$ cat src/rtl/emrc_pkg.sv
`timescale 1ns / 1ps
// Shared constants and types for the exact-match route table.
// No dependencies; imported by every other file of the block.
package emrc_pkg;

  localparam int ENTRIES = 64;
  localparam int IDX_W   = $clog2(ENTRIES);
  localparam int CNT_W   = $clog2(ENTRIES + 1);
  localparam logic [CNT_W-1:0] ENTRIES_C = CNT_W'(ENTRIES);

  localparam logic KIND_ADD    = 1'b0;
  localparam logic KIND_LOOKUP = 1'b1;

  typedef enum logic [1:0] {
    ST_IDLE = 2'b01,
    ST_SCAN = 2'b10
  } state_t;

  typedef struct packed {
    logic load;
    logic scan;
    logic finish;
  } cmd_t;

  typedef struct packed {
    logic match;
    logic exhausted;
  } status_t;

endpackage

$ cat src/rtl/emrc_ctrl.sv
`timescale 1ns / 1ps
// Controller state machine of the route table.
// Depends on emrc_pkg for the state encoding and the command and status structs.
module emrc_ctrl (
  input  logic              clk,
  input  logic              rst_n,
  input  logic              start,
  output logic              busy,
  input  emrc_pkg::status_t sts,
  output emrc_pkg::cmd_t    cmd
);
  import emrc_pkg::*;

  state_t state_r, state_nxt;

  always_comb begin
    state_nxt  = state_r;
    cmd        = '0;
    busy       = 1'b0;
    case (state_r)
      ST_IDLE: begin
        if (start) begin
          cmd.load  = 1'b1;
          state_nxt = ST_SCAN;
        end
      end
      ST_SCAN: begin
        busy       = 1'b1;
        cmd.finish = sts.match || sts.exhausted;
        cmd.scan   = !cmd.finish;
        if (cmd.finish) begin
          state_nxt = ST_IDLE;
        end
      end
      default: begin
        state_nxt = ST_IDLE;
      end
    endcase
  end

  always_ff @(posedge clk) begin
    if (!rst_n) begin
      state_r <= ST_IDLE;
    end else begin
      state_r <= state_nxt;
    end
  end

  // A finish can only be issued while a search is running.
  a_finish_in_scan: assert property (@(posedge clk) disable iff (!rst_n)
    cmd.finish |-> state_r == ST_SCAN)
    else $error("finish issued outside a search");

  // An accepted transaction always starts a search on the next cycle.
  a_load_to_scan: assert property (@(posedge clk) disable iff (!rst_n)
    cmd.load |=> busy)
    else $error("accepted transaction did not start a search");

endmodule

$ cat src/rtl/emrc_datapath.sv
`timescale 1ns / 1ps
// Datapath of the route table: key and port memories, fill count, scan pointer,
// compare stage and result registers. Depends on emrc_pkg.
module emrc_datapath (
  input  logic                     clk,
  input  logic                     rst_n,
  input  emrc_pkg::cmd_t           cmd,
  output emrc_pkg::status_t        sts,
  input  logic                     in_kind,
  input  logic [31:0]              in_address,
  input  logic [7:0]               in_port,
  output logic                     out_valid,
  output logic                     out_hit,
  output logic [7:0]               out_port_out,
  output logic                     out_table_full
);
  import emrc_pkg::*;

  logic [31:0] key_mem  [ENTRIES];
  logic [7:0]  port_mem [ENTRIES];

  logic             kind_r;
  logic [31:0]      addr_r;
  logic [7:0]       port_r;
  logic [CNT_W-1:0] count_r, count_nxt;
  logic [CNT_W-1:0] rd_idx_r, rd_idx_nxt;
  logic [31:0]      key_q_r;
  logic [7:0]       port_q_r;
  logic [IDX_W-1:0] q_idx_r;
  logic             q_vld_r, q_vld_nxt;
  logic             rd_fire;
  logic             key_wr, port_wr;
  logic [IDX_W-1:0] wr_addr;
  logic             res_hit, res_full;
  logic [7:0]       res_port;

  // Valid entries always occupy indexes below the fill count.
  assign rd_fire       = cmd.scan && (rd_idx_r < count_r);
  assign sts.match     = q_vld_r && (key_q_r == addr_r);
  assign sts.exhausted = !q_vld_r && (rd_idx_r >= count_r);

  always_comb begin
    key_wr   = 1'b0;
    port_wr  = 1'b0;
    wr_addr  = q_idx_r;
    res_hit  = sts.match;
    res_port = 8'd0;
    res_full = 1'b0;
    if (kind_r == KIND_ADD) begin
      if (sts.match) begin
        port_wr = cmd.finish;
      end else if (count_r < ENTRIES_C) begin
        key_wr  = cmd.finish;
        port_wr = cmd.finish;
        wr_addr = count_r[IDX_W-1:0];
      end else begin
        res_full = 1'b1;
      end
    end else if (sts.match) begin
      res_port = port_q_r;
    end
  end

  always_comb begin
    count_nxt  = key_wr ? count_r + CNT_W'(1) : count_r;
    rd_idx_nxt = cmd.load ? '0 : (rd_fire ? rd_idx_r + CNT_W'(1) : rd_idx_r);
    q_vld_nxt  = cmd.load ? 1'b0 : rd_fire;
  end

  always_ff @(posedge clk) begin
    if (!rst_n) begin
      count_r   <= '0;
      rd_idx_r  <= '0;
      q_vld_r   <= 1'b0;
      out_valid <= 1'b0;
    end else begin
      count_r   <= count_nxt;
      rd_idx_r  <= rd_idx_nxt;
      q_vld_r   <= q_vld_nxt;
      out_valid <= cmd.finish;
    end
  end

  always_ff @(posedge clk) begin
    if (cmd.load) begin
      kind_r <= in_kind;
      addr_r <= in_address;
      port_r <= in_port;
    end
    if (cmd.finish) begin
      out_hit        <= res_hit;
      out_port_out   <= res_port;
      out_table_full <= res_full;
    end
  end

  always_ff @(posedge clk) begin
    if (rd_fire) begin
      key_q_r  <= key_mem[rd_idx_r[IDX_W-1:0]];
      port_q_r <= port_mem[rd_idx_r[IDX_W-1:0]];
      q_idx_r  <= rd_idx_r[IDX_W-1:0];
    end
  end

  always_ff @(posedge clk) begin
    if (key_wr) begin
      key_mem[wr_addr] <= addr_r;
    end
    if (port_wr) begin
      port_mem[wr_addr] <= port_r;
    end
  end

  a_count_bound: assert property (@(posedge clk) disable iff (!rst_n)
    count_r <= ENTRIES_C)
    else $error("fill count exceeds table size");

  a_result_after_finish: assert property (@(posedge clk) disable iff (!rst_n)
    out_valid |-> $past(cmd.finish))
    else $error("result strobe without a finished search");

  a_full_not_hit: assert property (@(posedge clk) disable iff (!rst_n)
    out_valid && out_table_full |-> !out_hit && out_port_out == 8'd0)
    else $error("dropped add reported a hit or a port");

  a_port_needs_hit: assert property (@(posedge clk) disable iff (!rst_n)
    out_valid && out_port_out != 8'd0 |-> out_hit)
    else $error("nonzero port without a hit");

endmodule

$ cat src/rtl/exact_match_route_cam.sv
`timescale 1ns / 1ps
// Top level of the exact-match IPv4 route table: controller plus datapath.
// Depends on emrc_pkg, emrc_ctrl and emrc_datapath.
//
// The table holds up to ENTRIES address-to-port mappings (64 as shipped) and is
// empty after reset. A transaction is accepted on a rising edge with start high
// and busy low; in_kind selects add/update or lookup. Entries fill from index
// zero upward and are never removed, so the search walks the filled entries
// one per cycle through a single read port on the key and port memories, with
// the read data registered in front of the compare. A transaction that
// matches the entry at index i holds busy until that entry has been read and
// compared. A transaction that finds no match holds busy until every filled
// entry has been compared, and a search of a still empty table ends as soon
// as it starts. The accepting cycle itself has busy low, before the search
// begins. The result strobe out_valid rises in the first cycle
// after the search, when busy is low again, and lasts exactly one cycle; the
// receiver cannot stall it, so sample out_hit, out_port_out and
// out_table_full on that cycle. Because the result sits in its own register,
// a new transaction may be accepted in the same cycle the previous result is
// presented. An add of a new address to a full table leaves the table
// untouched and reports out_table_full. An add that updates an existing
// address reports out_hit with out_port_out at zero.
module exact_match_route_cam (
  input  logic        clk,
  input  logic        rst_n,
  input  logic        start,
  output logic        busy,
  input  logic        in_kind,
  input  logic [31:0] in_address,
  input  logic [7:0]  in_port,
  output logic        out_valid,
  output logic        out_hit,
  output logic [7:0]  out_port_out,
  output logic        out_table_full
);
  import emrc_pkg::*;

  cmd_t    cmd;
  status_t sts;

  // The controller sequences accept, search and finish.
  emrc_ctrl u_ctrl (
    .clk   (clk),
    .rst_n (rst_n),
    .start (start),
    .busy  (busy),
    .sts   (sts),
    .cmd   (cmd)
  );

  // The datapath holds the table and produces the result transaction.
  emrc_datapath u_dp (
    .clk            (clk),
    .rst_n          (rst_n),
    .cmd            (cmd),
    .sts            (sts),
    .in_kind        (in_kind),
    .in_address     (in_address),
    .in_port        (in_port),
    .out_valid      (out_valid),
    .out_hit        (out_hit),
    .out_port_out   (out_port_out),
    .out_table_full (out_table_full)
  );

endmodule

$ cat config.mk
export PLATFORM = sky130hd
export DESIGN_NAME = exact_match_route_cam
export DESIGN_NICKNAME = d
export VERILOG_FILES = /design/src/rtl/emrc_pkg.sv /design/src/rtl/emrc_ctrl.sv /design/src/rtl/emrc_datapath.sv /design/src/rtl/exact_match_route_cam.sv
export SDC_FILE = /design/constraint.sdc
export NUM_CORES = 2
export LEC_CHECK = 0
export BUFFER_PORTS_ARGS = -buffer_cell sky130_fd_sc_hd__buf_2
export CORE_MARGIN = 1
export CORE_UTILIZATION = 30
export CTS_CLUSTER_DIAMETER = 100
export CTS_CLUSTER_SIZE = 40
export DETAILED_ROUTE_END_ITERATION = 10
export HOLD_SLACK_MARGIN = 0.12
export PLACE_DENSITY = 0.53
export RECOVER_POWER = 50
export SYNTH_ARGS = -nofsm -noshare
export SYNTH_HDL_FRONTEND = slang
export SYNTH_SLANG_ARGS = --single-unit
$ cat constraint.sdc
create_clock -name clk -period 9 [get_ports clk]
set_clock_uncertainty 0.2 [all_clocks]
set_input_delay 0.9 -clock clk [delete_from_list [all_inputs] [get_ports clk]]
set_output_delay 0.9 -clock clk [all_outputs]
set_load 0.1 [all_outputs]
[After elaboration in Yosys (flattened, before gate mapping)]
Memories as Yosys holds them, arrays and structs flattened. A register that Yosys moved wholly into a read port is not among the register bits.
Cells that the tools add are included.
W data, S select, Z words.
Word-level totals
  register bits after elaboration: 75
  bits in writable memories: 2560
  bits of input ports: 44
  output and inout port bits: 12
  logic and storage cells: 55
  memories kept: 2
Memories
  u_dp.key_mem: depth 64, bits a word 32, rd ports 1, clocked after memory_dff 1, wr ports 1, RTL line emrc_datapath.sv:19  | logic [31:0] key_mem [ENTRIES];
  u_dp.port_mem: depth 64, bits a word 8, rd ports 1, clocked after memory_dff 1, wr ports 1, RTL line emrc_datapath.sv:20  | logic [7:0] port_mem [ENTRIES];
Cells by class
  add/sub/neg operators: 2
  order comparisons: 3
  equality and inequality tests: 5
  multiplexer cells: 20
  bitwise logic cells: 1
  reductions and logical operators: 10
Operators by type and width (number)
  $eq A32 B32 Y1: 1
  $mux W6: 3
  $add A7 B1 Y7 const B: 2
  $mux W1: 13
  $ge A7 B7 Y1: 1
  $lt A7 B7 Y1: 1
  $lt A7 B7 Y1 const B: 1
  $mux W2: 3
  $pmux W2 S2: 1
  $reduce_and A2 Y1: 2
  $reduce_or A2 Y1: 2
  $logic_and A1 B1 Y1: 3
  $eq A2 B1 Y1 const B: 1
  $eq A2 B2 Y1 const B: 1
  $logic_not A1 Y1: 2
  $ne A2 B1 Y1 const B: 1
  $ne A2 B2 Y1 const B: 1
  $logic_or A1 B1 Y1: 1
  $not A1 Y1: 1

[Logic depth before layout (Yosys ltp)]
  word-level depth: 10
  mapped depth: 13
  gate-level depth less buffers: 8

[Hierarchy]
From an unflattened synthesis, not the netlist that was laid out.
Unflattened totals
  cell total of the unflattened synthesis: 4268
  area total of the unflattened synthesis: 102508.3 µm²
Modules (own cells, without submodules)
  emrc_datapath: instances 1, cells each 4260, area each 102405.7 µm², seq. area each 80106.8 µm²
  emrc_ctrl: instances 1, cells each 8, area each 102.6 µm², seq. area each 40.0 µm²

[Worst setup path before layout]
Ideal clock, no wire load.
  kind: reg-to-reg
  from: register u_dp.addr_r[16]
  to: memory u_dp.key_mem[48][0] (enable)
  library setup time: 0.461 ns
  arrival: 5.050 ns
  required time: 8.339 ns
  path slack: 3.289 ns
  stages on the path, launching flop included: 9
  path buffers: 2
  clock period less this slack: 5.711 ns
  path through: edfxtp_1 nor2b_1 a2111o_1 nor4_4 a31oi_2 buf_6 mux2_2 buf_2 nor3_1
On the way
  cells in the longest elaborated chain, start to end: 9
  elaborated cells on any way between the ends: 11
  those cells by class: eq/ne: 1; mux: 8; reduce/logical: 2
Ends and longest elaborated chain
  from (decl): RTL line emrc_datapath.sv:23  | logic [31:0] addr_r;
  from (signal assigned): RTL line emrc_datapath.sv:87  | addr_r <= in_address;
  $eq A32 B32 Y1 *: RTL line emrc_datapath.sv:39  | assign sts.match = q_vld_r && (key_q_r == addr_r);
  $logic_and A1 B1 Y1 *: RTL line emrc_datapath.sv:39
  $logic_or A1 B1 Y1: RTL line emrc_ctrl.sv:29  | cmd.finish = sts.match || sts.exhausted;
  $mux W2: RTL line emrc_ctrl.sv:20  | case (state_r)
  $mux W1: RTL line emrc_datapath.sv:52  | end else if (count_r < ENTRIES_C) begin
  $mux W1: RTL line emrc_datapath.sv:50  | if (sts.match) begin
  $mux W1: RTL line emrc_datapath.sv:49  | if (kind_r == KIND_ADD) begin
  $mux W1: RTL line emrc_datapath.sv:106  | if (key_wr) begin
  $mux W1 (implied by the code): RTL line emrc_datapath.sv:107  | key_mem[wr_addr] <= addr_r;
  to (decl): RTL line emrc_datapath.sv:19
Mark *: on every way between the ends. The rest lies on a longest branch, timed or not.

[Final worst setup path]
  from: register u_dp.addr_r[3]
  to: memory u_dp.key_mem[47][27] (enable)
The elaborated chain is that of the path after synthesis.

==> impl_metrics.tcl <==
set metrics [dict create \
    wl_per_cell_um 31.3 \
    cts.clk_slew.worst_paths_ns 0.14 \
    power.total_mw 19.4 \
    r2r_start "u_dp.addr_r[3]$_DFFE_PP_" \
    synth_mux_area_share_pct 18.7 \
    max_stage_delay_ns 2.28 \
    post-dp-hpwl_um 141000 \
    synth_xor_area_share_pct 0.248 \
    ys_ff_latch 2675 \
    status "complete, but fails checks" \
    startpoint "u_dp.addr_r[3]$_DFFE_PP_" \
    fp.dieW_um 586 \
    start_util_pct 30.3 \
    core_um2 338000 \
    reg2reg_slack_ns 2.18 \
    period_share_pct 75.8 \
    cts_made_buffers 78 \
    final_cell_mix "edfxtp_1 (2,657), mux4_2 (840), buf_4 (111)" \
    die_area_um2 343000 \
    rows 213 \
    violations "capacitance limit, slew limit" \
    cts_setup_buffers 0 \
    synthesis.nets 4149 \
    relSlewSlack_pct -211 \
    powerDensity_nw_per_um2 174 \
    antenna_found_initial 20 \
    clock_latency_ns 0.78 \
    p_int_mw 15.5 \
    critPathKind "reg2reg" \
    cp-start-kind "register" \
    ir_worst_vdd_mv 0.143 \
    yosysSeqAreaShare_pct 78.4 \
    post-route-drc-count 0 \
    hp-start "rst_n" \
    crit_path_end_kind "register" \
    routed-via-count 45506 \
    synth_cell_types 47 \
    grt_remaining_overflow 0 \
    grt_pass1_vias 45311 \
    tns_ns 0 \
    critPathArrivalTime_ns 7.02 \
    min_to "u_ctrl.state_r[0]$_SDFFE_PN1P_" \
    synth-adder-area-share_pct 0.110 \
    path_max_fanout 66 \
    holdPathStages 2 \
    maxCapViolCount 45 \
    min_period_ns 6.82 \
    min_path_type "in2reg" \
    grt_start_max_net_pins 134 \
    track_usage_pct 15.7 \
    drive_gt1_share_pct 28.3 \
    cts_tree "built" \
    worstRegToRegCells 8 \
    yosys_warnings 0 \
    reg2reg_to "u_dp.key_mem[47][27]$_DFFE_PP_" \
    ios 56 \
    clockPowerShare_pct 27.3 \
    p_leak_nw 31.0 \
    seq_power_share_pct 71.1 \
    avgSynthCellArea_um2 25.0 \
    cts_buffer_depth 3 \
    portBuffers 55 \
    routed_wl_um 274000 \
    crit_chain "clkbuf_1, xor2_1, nor3_1, and3_1, a31oi_4, mux2_2, nor3_2, buf_4" \
    htree_levels 3 \
    ant_nets 0 \
    finalSetupViolCount 0 \
    rsz0062_at_grt "no" \
    final_nets 4264 \
    worst_slew_pin_slew_ns 4.67 \
    cts.sinks 2675 \
    p_comb_share_pct 1.7 \
    final_common_cell "edfxtp_1" \
    fmax_ghz 0.147 \
    syn_area_um2 102000 \
    synth_top_family_by_area "multiplexers" \
    fillCellCount 31497 \
    synth-compound-area-share_pct 0.253 \
    syn_inst 4096 \
    dr.first_iter.drc_count 6341 \
    viasPerCell 5.20 \
    cts_root_buffer "clkbuf_16" \
    critPathSlowestCell "clkbuf_1" \
    required_ns 9.19 \
    grt_pass1_wl_um 375000 \
    areaGrowthSynthToFinish_pct 9.10 \
    final_max_slew_viol_count 2742 \
    synthSimpleGateAreaFrac_pct 1.27 \
    p_sw_mw 3.85 \
    first_pass_iters 5 \
    swShare_pct 19.9 \
    hold_violations 0 \
    dieHeight_um 586 \
    gp_congestion 0.752 \
]
==> worst max-delay path: cells and delay by family, from the launching register on <==
kind / cells / cell delay, ns
AOI/OAI and AO/OA: 1 / 0.98
xor gates and xnor gates: 1 / 0.29
buffers and inverters: 2 / 3.10
DFF: 1 / 0.35
muxes: 1 / 0.73
and+or+nand+nor: 3 / 0.66
==> cell usage after synthesis, drive strengths merged <==
cell,number,area [um2]
nor3b,6,45.0
xor2,28,245
nand3b,4,30.0
and4,3,26.3
o31ai,6,45.0
o22ai,2,12.5
buf,91,437
o21ba,1,10.0
mux2i,13,164
nor4,15,109
a21o,3,22.5
o21a,4,30.0
mux4,840,18900
nor3,145,726
nand2b,1,6.26
o2111ai,1,8.76
nand2,10,37.5
edfxtp,2657,79800
or2,3,18.8
nand3,12,60.1
nor2b,4,25.0
xnor2,1,8.76
or4,3,22.5
o21ai,6,30.0
and2,3,18.8
a211o,1,8.76
a31oi,1,12.5
ha,9,113
nand4,3,18.8
mux2,5,56.3
and3b,2,17.5
o311ai,1,8.76
and3,12,75.1
a21oi,10,50.1
a2111o,1,11.3
clkbuf,139,522
o31a,1,8.76
inv,17,63.8
nor2,10,37.5
or3,4,25.0
dfxtp,18,360
==> cell type report <==
type / instances / area [um2] / share of cell area, %
clock inverters: 9 / 154 / 0.138
clock buffers: 88 / 2070 / 1.86
flip-flops and latches: 2675 / 80200 / 71.9
repair buffers: 265 / 1840 / 1.65
well taps: 4515 / 5650 / 5.06
inverters: 17 / 65.1 / 0.0583
diodes: 7 / 17.5 / 0.0157
multi-input cells: 1174 / 21600 / 19.3
==> sequential cells by signal, summed over array words and instances (netlist names) <==
| name | cells |
|---|---|
| u_dp.out_valid | 1 |
| u_dp.key_q_r | 32 |
| u_ctrl.state_r | 2 |
| u_dp.count_r | 7 |
| u_dp.q_vld_r | 1 |
| u_dp.q_idx_r | 6 |
| u_dp.out_port_out | 8 |
| u_dp.port_q_r | 8 |
| u_dp.out_hit | 1 |
| u_dp.key_mem | 2048 |
| u_dp.port_mem | 512 |
| u_dp.out_table_full | 1 |
| u_dp.addr_r | 32 |
| u_dp.rd_idx_r | 7 |
| u_dp.kind_r | 1 |
| u_dp.port_r | 8 |
==> metal layers <==
metal  track usage, %  vias up  wire [um]
li1                 -    17870          -
met1             23.1    25615     119000
met2             24.9     1814     128000
met3             2.49      207      21000
met4             2.51        0       4980
met5                0        -          0
==> logic make-up (layout without fill, tap and decap cells) <==
kind of cell	count (synthesis)	in the layout
flops	2675	2675
mux	858	858
simple gates	240	240
fa+ha+maj	9	9
buf+inv	247	379
compound gates	38	38
xor+xnor	29	29
other cells	0	7
==> stage by stage <==
step	instances	cell area (um2)	util (%)	worst slack (ns)	hold WS [ns]
finish	8750	112000	33.0	2.18	0.231
global route	8743	112000	33.0	1.77	0.179
CTS	8739	112000	33.0	3.64	0.142
detailed placement	8607	109000	32.3	3.66	0.293
global placement	8598	109000	32.2	3.57	0.279
floorplan	4096	102000	-	3.29	0.231
==> worst max-delay path by stage <==
stage                                                 to  slack [ns]  cells after the start
after global routing      u_dp.port_mem[11][3]$_DFFE_PP_        1.77                      7
after detailed placement  u_dp.port_mem[22][2]$_DFFE_PP_        3.66                      7
final                     u_dp.key_mem[47][27]$_DFFE_PP_        2.18                      8
after global placement    u_dp.port_mem[18][6]$_DFFE_PP_        3.57                      7
after floorplan            u_dp.key_mem[48][0]$_DFFE_PP_        3.29                      8
after CTS                 u_dp.port_mem[22][0]$_DFFE_PP_        3.64                      7
==> power groups by stage <==
| stage | clock network, mW | registers (mW) | logic (mW) |
|---|---|---|---|
| final | 5.28 | 13.8 | 0.325 |
| after global routing | 5.75 | 13.8 | 0.348 |
| after CTS | 5.42 | 13.7 | 0.340 |
| after detailed placement | 0 | 14.0 | 0.328 |
| after global placement | 0 | 14.0 | 0.312 |
| after floorplan | 0 | 14.1 | 0.0334 |
==> what timing repair did <==
item / 4_1_cts / 5_1_grt
resized for setup: 0 / 0
hold buffers: 35 / 0
hold endpoints to repair: 35 / 0
(Power assumes the default switching activity.)
